### src/sv/qrs_div.sv
`default_nettype none
module qrs_div #(
    parameter int NW  = 34,
    parameter int DW  = 17,
    parameter int SBW = 4
) (
    input  wire logic            aclk,
    input  wire logic            aresetn,
    input  wire logic            ce,
    input  wire logic            in_valid,
    input  wire logic [NW-1:0]   in_num,
    input  wire logic [DW-1:0]   in_den,
    input  wire logic [SBW-1:0]  in_sb,
    output logic                 out_valid,
    output logic [NW-1:0]        out_quo,
    output logic [SBW-1:0]       out_sb
);
    logic            v_reg   [NW];
    logic [NW-1:0]   num_reg [NW];
    logic [DW-1:0]   den_reg [NW];
    logic [DW-1:0]   rem_reg [NW];
    logic [NW-1:0]   quo_reg [NW];
    logic [SBW-1:0]  sb_reg  [NW];

    for (genvar k = 0; k < NW; k++) begin : g_st
        logic            v_in;
        logic [NW-1:0]   num_in;
        logic [DW-1:0]   den_in;
        logic [DW-1:0]   rem_in;
        logic [NW-1:0]   quo_in;
        logic [SBW-1:0]  sb_in;
        logic [DW:0]     acc, diff;
        logic            ge;

        if (k == 0) begin : g_first
            assign v_in   = in_valid;
            assign num_in = in_num;
            assign den_in = in_den;
            assign rem_in = '0;
            assign quo_in = '0;
            assign sb_in  = in_sb;
        end else begin : g_next
            assign v_in   = v_reg[k-1];
            assign num_in = num_reg[k-1];
            assign den_in = den_reg[k-1];
            assign rem_in = rem_reg[k-1];
            assign quo_in = quo_reg[k-1];
            assign sb_in  = sb_reg[k-1];
        end

        assign acc  = {rem_in, num_in[NW-1]};
        assign ge   = (acc >= {1'b0, den_in});
        assign diff = acc - {1'b0, den_in};

        always_ff @(posedge aclk) begin
            if (!aresetn) begin
                v_reg[k] <= 1'b0;
            end else if (ce) begin
                v_reg[k] <= v_in;
            end
        end

        always_ff @(posedge aclk) begin
            if (ce) begin
                num_reg[k] <= num_in << 1;
                den_reg[k] <= den_in;
                rem_reg[k] <= ge ? diff[DW-1:0] : acc[DW-1:0];
                quo_reg[k] <= {quo_in[NW-2:0], ge};
                sb_reg[k]  <= sb_in;
            end
        end
    end

    assign out_valid = v_reg[NW-1];
    assign out_quo   = quo_reg[NW-1];
    assign out_sb    = sb_reg[NW-1];

endmodule
`default_nettype wire

### config.mk
export PLATFORM = sky130hd
export DESIGN_NAME = qrs_div
export DESIGN_NICKNAME = d
export VERILOG_FILES = /design/src/sv/qrs_div.sv
export SDC_FILE = /design/constraint.sdc
export NUM_CORES = 2
export LEC_CHECK = 0
export BUFFER_PORTS_ARGS = -buffer_cell sky130_fd_sc_hd__buf_2
export CAP_MARGIN = 10
export CORE_ASPECT_RATIO = 1.4
export CORE_UTILIZATION = 30
export CTS_BUF_LIST = sky130_fd_sc_hd__clkbuf_16
export DETAILED_ROUTE_END_ITERATION = 7
export MAX_ROUTING_LAYER = met4
export PLACE_DENSITY_LB_ADDON = 0.12
export SLEW_MARGIN = 20
export SYNTH_ARGS = -nofsm -noshare
export SYNTH_HDL_FRONTEND = slang
export SYNTH_SLANG_ARGS = --single-unit
### constraint.sdc
create_clock -name aclk -period 4.05 [get_ports aclk]
set_input_delay 0.81 -clock aclk [delete_from_list [all_inputs] [get_ports aclk]]
set_output_delay 0.81 -clock aclk [all_outputs]
set_load 0.03 [all_outputs]
==> impl_metrics.tcl <==
set metrics [dict create \
    hold_viol 0 \
    synth-seq-area-share_pct 69.1 \
    drv_cap 0 \
    timing.fmax_ghz 0.269 \
    max_slew_margin_pct 33.4 \
    area_growth_pct 15.6 \
    synthXorXnorAreaFrac_pct 3.39 \
    ys_ff_latch 2448 \
    fin_tns_setup_ns 0 \
    comb_power_share_pct 32.0 \
    syn_inst 7283 \
    totalWireLength_um 221000 \
    tightestPinTransition_ns 0.999 \
    violations "DRC" \
    start_util_pct 30.2 \
    power.share.clock_pct 27.2 \
    seq_area_mm2 0.0735 \
    drive_above_1_share_pct 11.7 \
    die_y_um 707 \
    first_pass_iters 8 \
    drc_errors 27 \
    cp.required_ns 4.63 \
    cp-start-kind "flop" \
    grt_pass1_wl_um 344000 \
    synth_cell_types 87 \
    synth-simple-area-share_pct 5.32 \
    multiInputGateArea_mm2 0.0300 \
    grt_pass1_vias 60000 \
    synthTopCellsByArea "edfxtp_1 69%, ha_1 6.6%, mux2_2 2.8%" \
    cts_tree "done" \
    synthesis.area_mm2 0.106 \
    hold_depth 1 \
    cp_max_fo 18 \
    dp_cells 12100 \
    nets 8367 \
    clk_pin_slew_ns 0.06 \
    dieArea_mm2 0.357 \
    syn_nets 7937 \
    ys_async_sr_fraction_pct 0 \
    largest_reg_flops 595 \
    finalNonFillerCells 12600 \
    chipWidth_um 505 \
    yosysWarnings 0 \
    grt-ovfl-total 0 \
    finalClockSkew_ns 0.0523 \
    grt_max_degree 83 \
    crit_path_end_kind "flop" \
    synth_top_area_cell "edfxtp_1" \
    cts_root_buf "clkbuf_16" \
    synth.mux.area_fraction_pct 3.10 \
    status "complete, but fails checks" \
    core.rowCount 258 \
    synth-edff-count 2447 \
    routedWlPerCell_um 17.6 \
    power.density_mw_per_mm2 736 \
    numCtsBuffers 277 \
    irDropWorstVdd_mv 0.326 \
    vias 57300 \
    viasPerCell 4.55 \
    power_w 0.0905 \
    cts_sinks 2448 \
    core_area_mm2 0.353 \
    p_leak_nw 46.6 \
    ant_nets 0 \
    synth-compound-area-share_pct 9.05 \
    dp_hpwl_um 156000 \
    r2r_cells 13 \
    synth_top_area_share_pct 69.1 \
    pin_count 98 \
    arrival_ns 4.30 \
    htreeDepth 5 \
    antenna_found_initial 9 \
    seqPwrFrac_pct 40.8 \
    p_int_w 0.0618 \
    slew_violations 0 \
    synth-adder-area-share_pct 7.22 \
    synthFlopType "edfxtp_1" \
    hold_class "primary input to flop" \
    cts_buffer_depth 4 \
    netSwitchingFraction_pct 31.7 \
    rsz0062_at_grt "no" \
    syn_area_per_cell_um2 14.6 \
    clk_latency_ns 0.87 \
    switchingPower_w 0.0287 \
    fillers 33700 \
    globalplace.congestion 0.823 \
    path_class "flop to flop" \
    port-buffer-count 97 \
    setup_viol_count_final 0 \
    synth_top_family_by_area "compound AO/OA/AOI/OAI gates" \
    fin_crit_ns 3.71 \
    grtUsageTotal_pct 12.6 \
    min_period_over_period_pct 91.7 \
    drt_iter0_drc 3371 \
]
[cell usage in the layout (no fill, tap or decap), types with 12 or more instances in the layout]
master	count
o21a_1	78
clkbuf_16	281
and2_1	17
buf_2	96
a211o_1	22
a31oi_1	33
mux2i_1	26
nand3_1	63
clkinv_1	50
nand4_1	69
a211oi_1	48
a221oi_1	18
nand2_1	375
o21bai_1	51
inv_1	762
o21ai_0	436
or3_1	22
nand2b_1	59
nor2b_1	65
a21o_1	184
o41ai_1	12
and3_1	65
o31a_1	21
xor2_1	169
clkinv_2	40
ha_1	563
edfxtp_1	2447
fa_1	32
a21oi_1	432
o31ai_1	40
nor3_1	57
bufinv_16	26
xnor2_1	243
buf_4	88
buf_12	52
a21boi_0	21
nor2_1	364
o211ai_1	14
mux2_2	261
[final timing paths]
| kind | end | from | slack (ns) |
|---|---|---|---|
| setup / recovery | rem_reg[20][1]$_DFFE_PP_ | num_reg[19][32]$_DFFE_PP_ | 0.34 |
| hold / removal | num_reg[0][13]$_DFFE_PP_ | in_num[13] | 0.12 |
| setup reg to reg | rem_reg[20][1]$_DFFE_PP_ | num_reg[19][32]$_DFFE_PP_ | 0.34 |
| hold reg to reg | quo_reg[30][24]$_DFFE_PP_ | quo_reg[29][23]$_DFFE_PP_ | 0.37 |
[layer usage]
layer  vias up  part of all wire, %  GRT usage, %
li1      28100                    -             -
met1     28000                   39          13.4
met2       791                   54          23.4
met3       423                  3.2          1.99
met4         0                  3.5          4.49
met5         -                    0             -
[through the flow]
| stage | hold WS [ns] | worst slack [ns] | area [um2] | utilization [%] |
|---|---|---|---|---|
| 2_1_floorplan | 0.400 | 0.551 | 106000 | - |
| 3_3_place_gp | 0.400 | 0.242 | 114000 | 32.4 |
| 3_5_place_dp | 0.405 | 0.166 | 114000 | 32.4 |
| 4_1_cts | 0.0149 | 0.154 | 123000 | 34.9 |
| 5_1_grt | 0.0451 | 0.0204 | 123000 | 34.9 |
| 6_report | 0.124 | 0.337 | 123000 | 34.9 |
[area by class of cell]
| class | count | area share (%) |
|---|---|---|
| well taps | 4680 | 4.76 |
| clock inverters | 204 | 1.43 |
| flip-flops and latches | 2448 | 59.7 |
| repair buffers | 237 | 1.78 |
| diodes | 6 | 0.0122 |
| clock buffers | 281 | 5.72 |
| multi-input cells | 4041 | 24.4 |
| inverters | 708 | 2.16 |
[cells by family after synthesis]
family	Yosys count
flops	2448
buf+inv	794
compound gates	1527
xor+xnor	412
simple gates	1213
mux	294
fa+ha+maj	595
[power by group through the flow]
| stage | registers (W) | logic, W | clock network [W] |
|---|---|---|---|
| 2_1_floorplan | 0.0360 | 0.0221 | 0 |
| 6_report | 0.0369 | 0.0289 | 0.0246 |
| 3_5_place_dp | 0.0376 | 0.0290 | 0 |
| 3_3_place_gp | 0.0377 | 0.0286 | 0 |
| 4_1_cts | 0.0371 | 0.0292 | 0.0259 |
| 5_1_grt | 0.0374 | 0.0325 | 0.0267 |
[cell usage after synthesis, types with 18 or more instances]
master,count
edfxtp_1,2447
inv_1,707
ha_1,563
o21ai_0,436
a21oi_1,432
nand2_1,376
nor2_1,364
mux2_2,261
xnor2_1,243
a21o_1,184
xor2_1,169
o21a_1,78
clkbuf_1,69
nand4_1,69
and3_1,65
nor2b_1,65
nand3_1,63
nand2b_1,59
nor3_1,57
o21bai_1,51
a211oi_1,48
o31ai_1,40
a31oi_1,33
fa_1,32
mux2i_1,26
a211o_1,22
a21boi_0,22
or3_1,22
o31a_1,21
a221oi_1,18
[critical path, stage by stage, from the launching register on]
cell,delay (ns)
edfxtp_1,0.36
inv_1,0.09
ha_1,0.17
inv_1,0.05
fa_1,0.42
a211oi_1,0.27
o21bai_1,0.11
a21oi_1,0.32
o21ai_0,0.19
o21ai_0,0.51
a21oi_1,0.13
a2111o_1,0.35
buf_12,0.17
mux2_2,0.28
[timing repair]
item                                    4_1_cts  5_1_grt
gates resized for setup                       0        2
buffers inserted                              0        0
endpoints found under the setup margin        0        3
hold buffers                                  0        0
Power figures use the tool's default switching activity.
