===== config.mk =====
export PLATFORM = sky130hd
export DESIGN_NAME = qrs_sqrt
export DESIGN_NICKNAME = d
export VERILOG_FILES = /design/src/sv/qrs_sqrt.sv
export SDC_FILE = /design/constraint.sdc
export NUM_CORES = 2
export LEC_CHECK = 0
export ABC_CLOCK_PERIOD_IN_PS = 4200
export BUFFER_PORTS_ARGS = -buffer_cell sky130_fd_sc_hd__buf_2
export CAP_MARGIN = 10
export CORE_ASPECT_RATIO = 1.25
export CORE_MARGIN = 2
export CORE_UTILIZATION = 61
export CTS_BUF_LIST = sky130_fd_sc_hd__clkbuf_4 sky130_fd_sc_hd__clkbuf_8
export CTS_CLUSTER_DIAMETER = 200
export CTS_CLUSTER_SIZE = 16
export DETAILED_ROUTE_END_ITERATION = 7
export PLACE_DENSITY = 0.83
export SYNTH_ARGS = -nofsm -noshare
export SYNTH_HDL_FRONTEND = slang
export SYNTH_MEMORY_MAX_BITS = 65536
export SYNTH_SLANG_ARGS = --single-unit

===== constraint.sdc =====
create_clock -name aclk -period 4.2 [get_ports aclk]
set_clock_uncertainty 0.2 [all_clocks]
set_input_delay 0.21 -clock aclk [delete_from_list [all_inputs] [get_ports aclk]]
set_output_delay 0.21 -clock aclk [all_outputs]
set_load 0.01 [all_outputs]

===== src/sv/qrs_sqrt.sv =====
`default_nettype none
module qrs_sqrt #(
    parameter int RW  = 66,
    parameter int SBW = 8
) (
    input  wire logic            aclk,
    input  wire logic            aresetn,
    input  wire logic            ce,
    input  wire logic            in_valid,
    input  wire logic [RW-1:0]   in_rad,
    input  wire logic [SBW-1:0]  in_sb,
    output logic                 out_valid,
    output logic [RW/2-1:0]      out_root,
    output logic [SBW-1:0]       out_sb
);
    localparam int N = RW / 2;

    logic            v_reg    [N];
    logic [RW-1:0]   rad_reg  [N];
    logic [N+1:0]    rem_reg  [N];
    logic [N-1:0]    root_reg [N];
    logic [SBW-1:0]  sb_reg   [N];

    for (genvar k = 0; k < N; k++) begin : g_st
        logic            v_in;
        logic [RW-1:0]   rad_in;
        logic [N+1:0]    rem_in;
        logic [N-1:0]    root_in;
        logic [SBW-1:0]  sb_in;
        logic [N+2:0]    acc, trial, diff;
        logic            ge;

        if (k == 0) begin : g_first
            assign v_in    = in_valid;
            assign rad_in  = in_rad;
            assign rem_in  = '0;
            assign root_in = '0;
            assign sb_in   = in_sb;
        end else begin : g_next
            assign v_in    = v_reg[k-1];
            assign rad_in  = rad_reg[k-1];
            assign rem_in  = rem_reg[k-1];
            assign root_in = root_reg[k-1];
            assign sb_in   = sb_reg[k-1];
        end

        assign acc   = {rem_in[N:0], rad_in[RW-1 -: 2]};
        assign trial = {1'b0, root_in, 2'b01};
        assign ge    = (acc >= trial);
        assign diff  = acc - trial;

        always_ff @(posedge aclk) begin
            if (!aresetn) begin
                v_reg[k] <= 1'b0;
            end else if (ce) begin
                v_reg[k] <= v_in;
            end
        end

        always_ff @(posedge aclk) begin
            if (ce) begin
                rad_reg[k]  <= rad_in << 2;
                rem_reg[k]  <= ge ? diff[N+1:0] : acc[N+1:0];
                root_reg[k] <= {root_in[N-2:0], ge};
                sb_reg[k]   <= sb_in;
            end
        end
    end

    assign out_valid = v_reg[N-1];
    assign out_root  = root_reg[N-1];
    assign out_sb    = sb_reg[N-1];

endmodule
`default_nettype wire


==> impl_metrics.env <==
export IMPL_gr_total_overflow=0
export IMPL_worst_path_max_fanout=8
export IMPL_synth_area_mm2=0.134
export IMPL_crit_chain="or4_1 > nor4b_1 > nor4b_1 > nand3_1 > or4_1 > or3b_1 > nor2_2 > and2_1 > xor2_1"
export IMPL_ant_nets=0
export IMPL_grt_pass1_wl_mm=435
export IMPL_port_buffers=119
export IMPL_die_h_um=528
export IMPL_cts_buffer_depth=4
export IMPL_synth_mux_area_share_pct=0.928
export IMPL_gr_usage_all_layers_pct=24.8
export IMPL_setup_viol=0
export IMPL_crit_family="simple AND/OR/NAND/NOR gates"
export IMPL_switchingPower_mw=20.9
export IMPL_worstPathRequired_ns=4.76
export IMPL_syn_mean_instance_area_um2=13.3
export IMPL_pre_cts_slack_ns=0.203
export IMPL_synth_seq_area_share_pct=66.2
export IMPL_nNetsFinal=11100
export IMPL_cpPeakStageDelay_ns=0.59
export IMPL_ys_warnings_count=0
export IMPL_dp_final_hpwl_mm=203
export IMPL_cts_tree="built"
export IMPL_cts_buffers=210
export IMPL_die_w_um=423
export IMPL_hold_slack_ns=0.0552
export IMPL_ir_drop_uv=448
export IMPL_drt_wl_total_mm=280
export IMPL_grt_pass1_vias=78500
export IMPL_cpMaxStageDelayCell="or4_1"
export IMPL_pwr_share_seq_pct=56.8
export IMPL_ys_types=95
export IMPL_tns_ns=0
export IMPL_grtUsageMet2_pct=46.0
export IMPL_drv_cap=0
export IMPL_tightest_slew_ns=1.04
export IMPL_drt_first_pass_iters=7
export IMPL_numClockSinks=2951
export IMPL_slew_viol_final=0
export IMPL_clock_latency_ns=1.02
export IMPL_min_path_type="in -> reg"
export IMPL_pwr_share_comb_pct=24.3
export IMPL_arrival_ns=4.50
export IMPL_io_pins=120
export IMPL_rows=192
export IMPL_power_share_clock_pct=18.9
export IMPL_yosys_area_top_type_share_pct=66.2
export IMPL_p_leak_nw=54.4
export IMPL_area_growth_pct=7.11
export IMPL_synthSimpleGateAreaFrac_pct=9.49
export IMPL_routedWlPerCell_um=20.9
export IMPL_yosys_area_top_type="edfxtp_1"
export IMPL_initial_core_util_pct=61.3
export IMPL_rrSetupSlack_ns=0.26
export IMPL_synth_xor_area_share_pct=5.67
export IMPL_use_met3_pct=2.76
export IMPL_setup_ws_ns=0.262
export IMPL_fin_crit_sh_pct=93.8
export IMPL_cts_root_buffer="clkbuf_8"
export IMPL_timing_final_crit_period_ns=3.94
export IMPL_gr_usage_met1_pct=29.7
export IMPL_synth_seq_cells=2951
export IMPL_hold_viol_final=0
export IMPL_async_flop_share_pct=0
export IMPL_ys_flop_type="edfxtp_1"
export IMPL_p_int_mw=48.7
export IMPL_largest_reg_flops=1056
export IMPL_place_congestion=0.918
export IMPL_cp_end_kind="register"
export IMPL_busiest_layer="met2"
export IMPL_synth_cells=10000
export IMPL_drc_errors=0
export IMPL_antenna_found_initial=5
export IMPL_synth_adder_area_share_pct=5.57
export IMPL_slew_headroom_pct=30.7
export IMPL_drtIter0Drc=6337
export IMPL_fmax_mhz=254
export IMPL_grt_setup_unrepaired="false"
export IMPL_p_sw_share_pct=30.0
export IMPL_synth_edf_count=2950
export IMPL_vias=79100
export IMPL_synth_area_leaders="edfxtp_1 (66%), ha_1 (5.6%), xnor2_1 (3.0%), xor2_1 (2.7%), a21oi_1 (2.6%)"
export IMPL_syn_nets=10700
export IMPL_grt_max_degree=183
export IMPL_via_per_inst=5.90
export IMPL_criticalPathCategory="reg -> reg"
export IMPL_die_area_mm2=0.223
export IMPL_coreArea_mm2=0.218
export IMPL_cp_num_buf_inv=0
export IMPL_worstSetupStartpointType="register"
export IMPL_p_per_area_mw_per_mm2=486
export IMPL_drive_above_1_share_pct=6.45
export IMPL_synth_compound_area_share_pct=9.36
export IMPL_outcome="finished clean"
export IMPL_clk_pin_slew_ns=0.10
export IMPL_cts_max_level=4
export IMPL_synth_top_family_by_area="simple AND/OR/NAND/NOR gates"
-- power groups by stage --
stage	Sequential (mW)	Clock [mW]	Combinational [mW]
detailed placement	40.2	0	16.6
CTS	39.6	13.6	16.9
finish	39.5	13.1	16.9
global route	39.9	14.6	18.8
floorplan	38.8	0	12.1
global placement	40.2	0	16.4
-- cells in the final DEF, fill, tap and decap left out, drive strengths merged, types with 18 or more instances in the layout --
cell type    count
dlygate4sd3    155
and3            93
xor2           414
clkbuf         221
buf            252
or2             53
nand3          165
nor4           120
nand2          597
nor2           628
o21a           106
a211oi          61
nand3b          33
o21ai          432
nor3           238
a21boi          24
ha             596
a21oi          694
or4             74
edfxtp        2950
nor2b           96
inv            762
a211o           18
a31oi           62
mux2            96
o211ai          40
xnor2          452
and2            37
a21o           266
or3             92
nand4           99
o21bai          66
nand2b         126
o31ai           61
-- final timing paths --
kind,startpoint,to,cells past startpoint
worst min-delay path,ce,sb_reg[2][0]$_DFFE_PP_,2
worst max register to register,rem_reg[0][199]$_DFFE_PP_,rem_reg[0][241]$_DFFE_PP_,9
worst min register to register,rad_reg[0][1522]$_DFFE_PP_,rad_reg[0][1588]$_DFFE_PP_,0
worst max-delay path,rem_reg[0][199]$_DFFE_PP_,rem_reg[0][241]$_DFFE_PP_,9
-- worst register-to-register path: cells and delay by family (launching register included) --
| kind | cells | cell delay [ns] |
|---|---|---|
| and+or+nand+nor | 8 | 2.93 |
| DFF | 1 | 0.42 |
| xor gates and xnor gates | 1 | 0.14 |
-- per-layer routing --
layer / share of wire [%] / wire (µm) / up-vias
met3: 4.0 / 11200 / 578
li1: - / - / 37800
met4: 3.8 / 10600 / 0
met5: 0 / 0 / -
met2: 53 / 150000 / 2019
met1: 39 / 109000 / 38600
-- per-stage QoR --
stage | power, mW | area, µm² | cells | utilization [%]
floorplan | 50.9 | 134000 | 10000 | -
global placement | 56.6 | 139000 | 13000 | 63.5
detailed placement | 56.9 | 139000 | 13000 | 63.5
CTS | 70.0 | 143000 | 13400 | 65.6
global route | 73.2 | 143000 | 13400 | 65.6
finish | 69.6 | 143000 | 13400 | 65.6
-- cells in the mapped netlist (18+ instances only) --
master	count
xor2_1	414
nand2b_1	126
and3_1	92
xnor2_1	452
clkbuf_1	181
and2_1	37
a21o_1	266
o21ai_0	429
nor3_1	238
nand2_1	596
o21a_1	106
o21bai_1	66
a21boi_0	23
or4_1	70
nand3b_1	33
a211oi_1	60
nand4_1	99
ha_1	596
a31oi_1	62
nor2_1	627
inv_1	759
nor4_1	119
o31ai_1	60
or2_2	49
o211ai_1	40
mux2_2	96
nand3_1	163
edfxtp_1	2950
nor2b_1	96
a21oi_1	694
or3_1	92
a211o_1	18
-- cell type report --
class / count / area [µm²]
Fill cell: 15600 / 75100
Multi-Input combinational cell: 6126 / 41600
Clock buffer: 221 / 2970
Sequential cell: 2951 / 88600
Inverter: 760 / 2850
Antenna cell: 10 / 25.0
Tap cell: 2910 / 3640
Timing Repair Buffer: 407 / 3560
Clock inverter: 7 / 61.3
-- repair_timing --
action,4_1_cts,5_1_grt
gates resized for setup,0,1
endpoints found under the setup margin,0,2
setup buffers,0,0
hold buffers,155,0
endpoints found under the hold margin,1683,0
-- kinds of logic (layout without fill, tap and decap cells) --
group / Yosys count / in the layout
buffers and inverters: 967 / 1395
muxes: 112 / 112
DFF: 2951 / 2951
adders and majority gates: 596 / 596
xor gates and xnor gates: 866 / 866
AOI/OAI and AO/OA: 2015 / 2015
other: 1 / 11
and+or+nand+nor: 2536 / 2536
Power figures use the tool's default switching activity.
