$ cat src/sv/qrs_pkg.sv
`default_nettype none
package qrs_pkg;

    localparam int COEF_WIDTH_DEF = 16;
    localparam int FRAC_BITS_DEF  = 16;
    localparam int OUT_W          = 40;
    localparam int KIND_W         = 3;

    localparam logic [KIND_W-1:0] KIND_INF  = 3'd0;
    localparam logic [KIND_W-1:0] KIND_NONE = 3'd1;
    localparam logic [KIND_W-1:0] KIND_LIN  = 3'd2;
    localparam logic [KIND_W-1:0] KIND_TWO  = 3'd3;
    localparam logic [KIND_W-1:0] KIND_DBL  = 3'd4;
    localparam logic [KIND_W-1:0] KIND_CPX  = 3'd5;

endpackage
`default_nettype wire

$ cat src/sv/qrs_front.sv
`default_nettype none
module qrs_front
    import qrs_pkg::*;
#(
    parameter int COEF_WIDTH = COEF_WIDTH_DEF,
    parameter int FRAC_BITS  = FRAC_BITS_DEF
) (
    input  wire logic                                aclk,
    input  wire logic                                aresetn,
    input  wire logic                                ce,
    input  wire logic                                in_valid,
    input  wire logic signed [COEF_WIDTH-1:0]        coef_a,
    input  wire logic signed [COEF_WIDTH-1:0]        coef_b,
    input  wire logic signed [COEF_WIDTH-1:0]        coef_c,
    output logic                                     out_valid,
    output logic [KIND_W-1:0]                        out_kind,
    output logic [2*COEF_WIDTH:0]                    out_dmag,
    output logic signed [COEF_WIDTH+FRAC_BITS:0]     out_n0,
    output logic signed [COEF_WIDTH+1:0]             out_den
);
    localparam int CW  = COEF_WIDTH;
    localparam int PW  = 2 * CW;
    localparam int DSW = 2 * CW + 3;
    localparam int NBW = CW + FRAC_BITS + 1;

    // stage 1: capture
    logic                 v1_reg;
    logic signed [CW-1:0] a1_reg, b1_reg, c1_reg;

    // stage 2: products
    logic                 v2_reg;
    logic signed [CW-1:0] a2_reg, b2_reg, c2_reg;
    logic [PW-1:0]        bb_reg;
    logic [PW-1:0]        ac_reg;
    logic [CW-1:0]        am, bm, cm;
    logic [PW-1:0]        bb_next, ac_next;

    // stage 3: discriminant and classification
    logic                  v3_reg;
    logic [KIND_W-1:0]     kind_reg, kind_next;
    logic [PW:0]           dmag_reg, dmag_next;
    logic signed [NBW-1:0] n0_reg, n0_next;
    logic signed [CW+1:0]  den_reg, den_next;
    logic signed [DSW-1:0] dsum;
    logic                  lin;

    always_comb begin
        am = a1_reg[CW-1] ? CW'(-a1_reg) : CW'(a1_reg);
        bm = b1_reg[CW-1] ? CW'(-b1_reg) : CW'(b1_reg);
        cm = c1_reg[CW-1] ? CW'(-c1_reg) : CW'(c1_reg);
        bb_next = PW'(bm) * PW'(bm);
        ac_next = PW'(am) * PW'(cm);
    end

    always_comb begin
        if (a2_reg[CW-1] ^ c2_reg[CW-1]) begin
            dsum = $signed(DSW'(bb_reg)) + $signed(DSW'({ac_reg, 2'b00}));
        end else begin
            dsum = $signed(DSW'(bb_reg)) - $signed(DSW'({ac_reg, 2'b00}));
        end
        dmag_next = dsum[DSW-1] ? (PW+1)'(-dsum) : (PW+1)'(dsum);
        lin = (a2_reg == '0);
        if (lin) begin
            if (b2_reg == '0) begin
                kind_next = (c2_reg == '0) ? KIND_INF : KIND_NONE;
            end else begin
                kind_next = KIND_LIN;
            end
        end else if (dsum == '0) begin
            kind_next = KIND_DBL;
        end else if (dsum[DSW-1]) begin
            kind_next = KIND_CPX;
        end else begin
            kind_next = KIND_TWO;
        end
        if (lin) begin
            n0_next  = -($signed(NBW'(c2_reg)) <<< FRAC_BITS);
            den_next = (CW+2)'(b2_reg);
        end else begin
            n0_next  = -($signed(NBW'(b2_reg)) <<< FRAC_BITS);
            den_next = $signed((CW+2)'(a2_reg)) <<< 1;
        end
    end

    always_ff @(posedge aclk) begin
        if (!aresetn) begin
            v1_reg <= 1'b0;
            v2_reg <= 1'b0;
            v3_reg <= 1'b0;
        end else if (ce) begin
            v1_reg <= in_valid;
            v2_reg <= v1_reg;
            v3_reg <= v2_reg;
        end
    end

    always_ff @(posedge aclk) begin
        if (ce) begin
            a1_reg   <= coef_a;
            b1_reg   <= coef_b;
            c1_reg   <= coef_c;
            a2_reg   <= a1_reg;
            b2_reg   <= b1_reg;
            c2_reg   <= c1_reg;
            bb_reg   <= bb_next;
            ac_reg   <= ac_next;
            kind_reg <= kind_next;
            dmag_reg <= dmag_next;
            n0_reg   <= n0_next;
            den_reg  <= den_next;
        end
    end

    assign out_valid = v3_reg;
    assign out_kind  = kind_reg;
    assign out_dmag  = dmag_reg;
    assign out_n0    = n0_reg;
    assign out_den   = den_reg;

endmodule
`default_nettype wire

$ cat config.mk
export PLATFORM = sky130hd
export DESIGN_NAME = qrs_front
export DESIGN_NICKNAME = d
export VERILOG_FILES = /design/src/sv/qrs_pkg.sv /design/src/sv/qrs_front.sv
export SDC_FILE = /design/constraint.sdc
export NUM_CORES = 1
export LEC_CHECK = 0
export ABC_AREA = 0
export BUFFER_PORTS_ARGS = -buffer_cell sky130_fd_sc_hd__buf_2
export CORE_UTILIZATION = 60
export CTS_CLUSTER_SIZE = 16
export DETAILED_ROUTE_END_ITERATION = 7
export MAX_ROUTING_LAYER = met4
export PLACE_DENSITY = 0.78
export SYNTH_ARGS = -nofsm -noshare
export SYNTH_HDL_FRONTEND = slang
export SYNTH_SLANG_ARGS = --single-unit
$ cat constraint.sdc
create_clock -name aclk -period 10.3 [get_ports aclk]
set_input_delay 1.03 -clock aclk [delete_from_list [all_inputs] [get_ports aclk]]
set_output_delay 1.03 -clock aclk [all_outputs]
set_load 0.05 [all_outputs]
==> results of run 1 <==
-- per-stage QoR --
stage          setup WS, ps  cells  cell area [sq um]  hold slack (ps)
2_1_floorplan          1940   2751              27110            424.4
3_3_place_gp           1163   3419              28350            496.8
3_5_place_dp          841.9   3419              28350            495.8
4_1_cts               765.3   3466              29170            528.1
5_1_grt             0.09237   3466              29170            552.9
6_report              709.3   3466              29170            526.7
-- cell families after synthesis --
group,count (synthesis),share of synthesized area
other,2,0.0002780
adder cells (fa/ha/maj),596,0.3755
flip-flops,231,0.2557
buffers and inverters,565,0.08225
AND/OR/NAND/NOR,749,0.1256
XOR/XNOR,226,0.07355
AO/OA/AOI/OAI,350,0.08452
multiplexers,7,0.002640
-- placed cells by master, fill, tap and decap left out, types with 6 or more instances in the layout --
cell and count:
inv_1 482, fa_1 358, nor2_1 279, nand2_1 257, ha_1 238, edfxtp_1 228
xnor2_1 130, buf_2 122, a21oi_1 96, xor2_1 90, o21ai_0 65, a21o_1 49
nor3_1 33, nand3_1 31, buf_4 30, conb_1 27, nand2b_1 26, clkbuf_16 26
o21a_1 24, o31ai_1 19, nor4_1 19, o21bai_1 18, or3_1 17, and3_1 13
and2_1 12, a211oi_1 12, nand4_1 11, clkinv_1 10, nor2b_1 10, o41ai_1 8
a31oi_1 8, a21oi_2 6, mux2i_1 6, clkbuf_1 6
-- final cells by class --
class	count	area [sq um]	share of cell area
sequential	231	6907	0.2368
tap	592	740.7	0.02540
timing repair buffer	153	850.8	0.02917
multi-input combinational	1955	18020	0.6178
clock inverter	15	145.1	0.004976
inverter	488	1832	0.06280
clock buffer	32	673.1	0.02308
-- layer usage --
layer	vias up	global-route usage	share of wire
met5	-	-	0
met1	9916	0.4136	0.42
met2	836	0.4771	0.46
met3	147	0.06142	0.090
met4	0	0.09000	0.028
li1	9067	-	-
-- final timing paths --
check                               start          to  slack [ps]  cells past startpoint
worst max register to register  b1_reg[0]  bb_reg[31]         710                     30
worst min-delay path               v2_reg      v2_reg         530                      2
worst max-delay path            b1_reg[0]  bb_reg[31]         710                     30
worst min register to register     v2_reg      v2_reg         530                      2
-- worst register-to-register path: cells and delay by family, from the launching register on --
kind | cells | cell delay, ps
adders and majority gates | 8 | 3400
xor gates and xnor gates | 2 | 630
buffers and inverters | 5 | 1140
DFF | 1 | 480
AOI/OAI and AO/OA | 10 | 2330
and+or+nand+nor | 5 | 1360
==> results.cfg, run 1 <==
[clock_tree]
cts_buffer_depth = 3
numCtsBuffers = 26
cts_setup_buffers = 0
cts_root_buf = clkbuf_16
ctsHoldBuffers = 0
clkSlewWorstSetupHoldPaths_ps = 60
h-tree-depth = 1
cts.repair.resized = 0
cts.sinks = 231
cts_tree = done
clock_latency_ps = 570

[logic_synthesis]
avgSynthCellArea_sq_um = 9.910
synth_area_leaders = fa_1 27%, edfxtp_1 25%, ha_1 11%
synth_top_area_frac = 0.2653
syn_inst = 2726
netlist_area_sq_um = 27020
yosysMostFrequentCell = inv_1
synth-seq-cells = 231
yosysSeqAreaShare = 0.2557
synth_area_leader_cell = fa_1
ys.flop_type = edfxtp_1
yosysUniqueCellTypes = 81
async_flop_share = 0
synth_edf_count = 228
yosys_warnings = 0
synthTopCellsByCount = 482 x inv_1, 358 x fa_1, 279 x nor2_1

[placed_design]
io_buffers = 123
dp_hpwl_um = 54040
gp_congestion = 0.9586

[route]
route.detailed.drc = 0
dr.pass1.iters = 6
routedWlPerCell_um = 19.10
ant_nets = 0
viasPerCell = 5.761
vias = 19970
finalWirelength_um = 66210
drtIter0Drc = 1660

[setup_path]
crit_fanout = 17
path_common_cell = fa_1
cp_data_arrival_time_ps = 9880
cp-start-kind = register
critPathBufInv = 5
slowest_stage = o41ai_1
cp-end-kind = register
path_class = reg -> reg
critical_path.max_stage_delay_ps = 600
required_ps = 10590
cp_top_family = adder cells

[floorplan]
die_h_um = 214.2
io_pins = 140
start_util = 0.6096
fp.dieArea_sq_um = 45880
std_cell_rows = 77
coreArea_sq_um = 44320
die_x_um = 214.2

[global_routing]
antenna_found_initial = 2
grtUsageTotal = 0.3083
grt_start_max_net_pins = 97
grt_pass1_vias = 20430
grt_pass1_wl_um = 107400
grt-ovfl-total = 0

[job]
drv_cap = 0

[finish]
fill_cells = 3515
antenna_cells = 0
fin_util = 0.6581
area_growth_pct = 7.961
drive_gt1_frac = 0.07933
nets = 3503
largest_reg_flops = 33

[sta]
timing.fmax_mhz = 104.3
finalHoldViolations = 0
slew_headroom = 0.08196
fin_crit_ps = 9591
fin_skew_ps = 24.82
setup-violations-final = 0
rsz0062_at_grt = no
worstMarginPinSlew_ps = 1367
tns_ps = 0
drv_slew = 0
finalCritPeriodShare = 0.9311

[worst_hold_path]
min_path_type = reg -> reg

[status]
status = finished clean
Power of run 1 is left out: the tool's default activity adds up to more than one toggle a clock period on the data nets, which glitch-free logic cannot reach.
==> inputs of run 2 (changes only) <==
- CORE_UTILIZATION: 60 -> 50
- PLACE_DENSITY: 0.78 -> 0.67
==> run 2 against run 1 <==
Hold slack got worse by 15 ps. Die area rose by 20%. Via count fell by 1.2%. Critical path depth rose by 2. Setup slack improved by 190 ps. Sequential share of layout area fell by 0.19 points. Design area rose by 0.81%. Maximum frequency rose by 2.0%. Flip-flop and latch count did not move. Global-route usage fell by 5.0 points. Clock-buffer cell count fell by 2. Non-clock buffer count rose by 5. Critical endpoint unchanged. Highest routed layer unchanged.
==> results.cfg, run 2 (synthesized netlist as in run 1, its figures left out) <==
[status]
status = finished clean

[sta]
worstMarginPinSlew_ps = 1162
tns_ps = 0
finalCritPeriodShare = 0.9130
timing.fmax_mhz = 106.3
rsz0062_at_grt = no
finalHoldViolations = 0
fin_crit_ps = 9404
setup-violations-final = 0
fin_skew_ps = 21.13
slew_headroom = 0.2196
drv_slew = 0

[clock_tree]
cts_setup_buffers = 0
cts.repair.resized = 0
cts.sinks = 231
clkSlewWorstSetupHoldPaths_ps = 60
numCtsBuffers = 27
cts_root_buf = clkbuf_16
clock_latency_ps = 570
h-tree-depth = 1
cts_tree = done
ctsHoldBuffers = 0
cts_buffer_depth = 3

[floorplan]
die_x_um = 234.4
fp.dieArea_sq_um = 54960
io_pins = 140
die_h_um = 234.4
start_util = 0.5100
coreArea_sq_um = 52970
std_cell_rows = 84

[finish]
drive_gt1_frac = 0.08293
fill_cells = 4648
largest_reg_flops = 33
nets = 3509
layout_common_cells = 482 x inv_1, 358 x fa_1, 279 x nor2_1, 257 x nand2_1, 238 x ha_1
layout.cells.most_common = inv_1
area_growth_pct = 8.832
fin_util = 0.5551

[setup_path]
cp-end-kind = register
required_ps = 10600
cp_data_arrival_time_ps = 9710
crit_fanout = 17
path_class = reg -> reg
cp-start-kind = register
critical_path.max_stage_delay_ps = 670
slowest_stage = o41ai_1
critPathBufInv = 7
cp_top_family = adder cells

[route]
finalWirelength_um = 67340
ant_nets = 0
viasPerCell = 5.525
routedWlPerCell_um = 18.86
route.detailed.drc = 0
dr.pass1.iters = 6
drtIter0Drc = 1520
vias = 19730

[placed_design]
gp_congestion = 0.9778
io_buffers = 123
dp_hpwl_um = 55050

[worst_hold_path]
min_path_type = reg -> reg

[global_routing]
grt_pass1_vias = 19870
grt_start_max_net_pins = 96
grt_pass1_wl_um = 106800
grt-ovfl-total = 0
antenna_found_initial = 4
grtUsageTotal = 0.2586

[job]
drv_cap = 0
[run 2: cell types whose count changed in the layout (fill, tap and decap cells not counted), moves of 3 or more]
cell        before  now
buf_4           30   35
clkbuf_1         6    2
clkinv_4         0    3
clkinvlp_4       1    4
xnor2_1        130  133
xnor2_2          5    2
[run 2: per-layer routing]
metal / part of all wire / wire length (um) / track usage
met1: 0.44 / 29720 / 0.3579
met2: 0.47 / 31540 / 0.4054
met3: 0.069 / 4631 / 0.03682
met5: 0 / 0 / -
met4: 0.022 / 1457 / 0.05484
[run 2: area by class of cell]
| type | count | area [sq um] | area share |
|---|---|---|---|
| clock buffers | 30 | 696.9 | 0.02370 |
| diodes | 1 | 2.502 | 0.00008511 |
| clock inverters | 20 | 219.0 | 0.007447 |
| inverters | 488 | 1832 | 0.06230 |
| well taps | 688 | 860.8 | 0.02928 |
| flip-flops and latches | 231 | 6907 | 0.2349 |
| multi-input cells | 1955 | 18000 | 0.6121 |
| repair buffers | 158 | 888.4 | 0.03021 |
[run 2: per-stage QoR]
stage | worst slack (ps) | cell area [sq um] | hold WS (ps) | cells
final | 896.2 | 29400 | 511.9 | 3571
after global routing | 335.7 | 29400 | 525.9 | 3571
after CTS | 1011 | 29400 | 508.3 | 3570
after detailed placement | 1030 | 28480 | 493.4 | 3520
after global placement | 1330 | 28480 | 498.7 | 3520
after floorplan | 1940 | 27110 | 424.4 | 2751
[run 2: worst paths after layout]
kind	end	slack, ps	start	cells after the start
worst max-delay path	bb_reg[31]	900	b1_reg[0]	32
worst max register to register	bb_reg[31]	900	b1_reg[0]	32
worst min-delay path	c2_reg[4]	510	c1_reg[4]	0
worst min register to register	c2_reg[4]	510	c1_reg[4]	0
Power of run 2 is left out for the same reason.
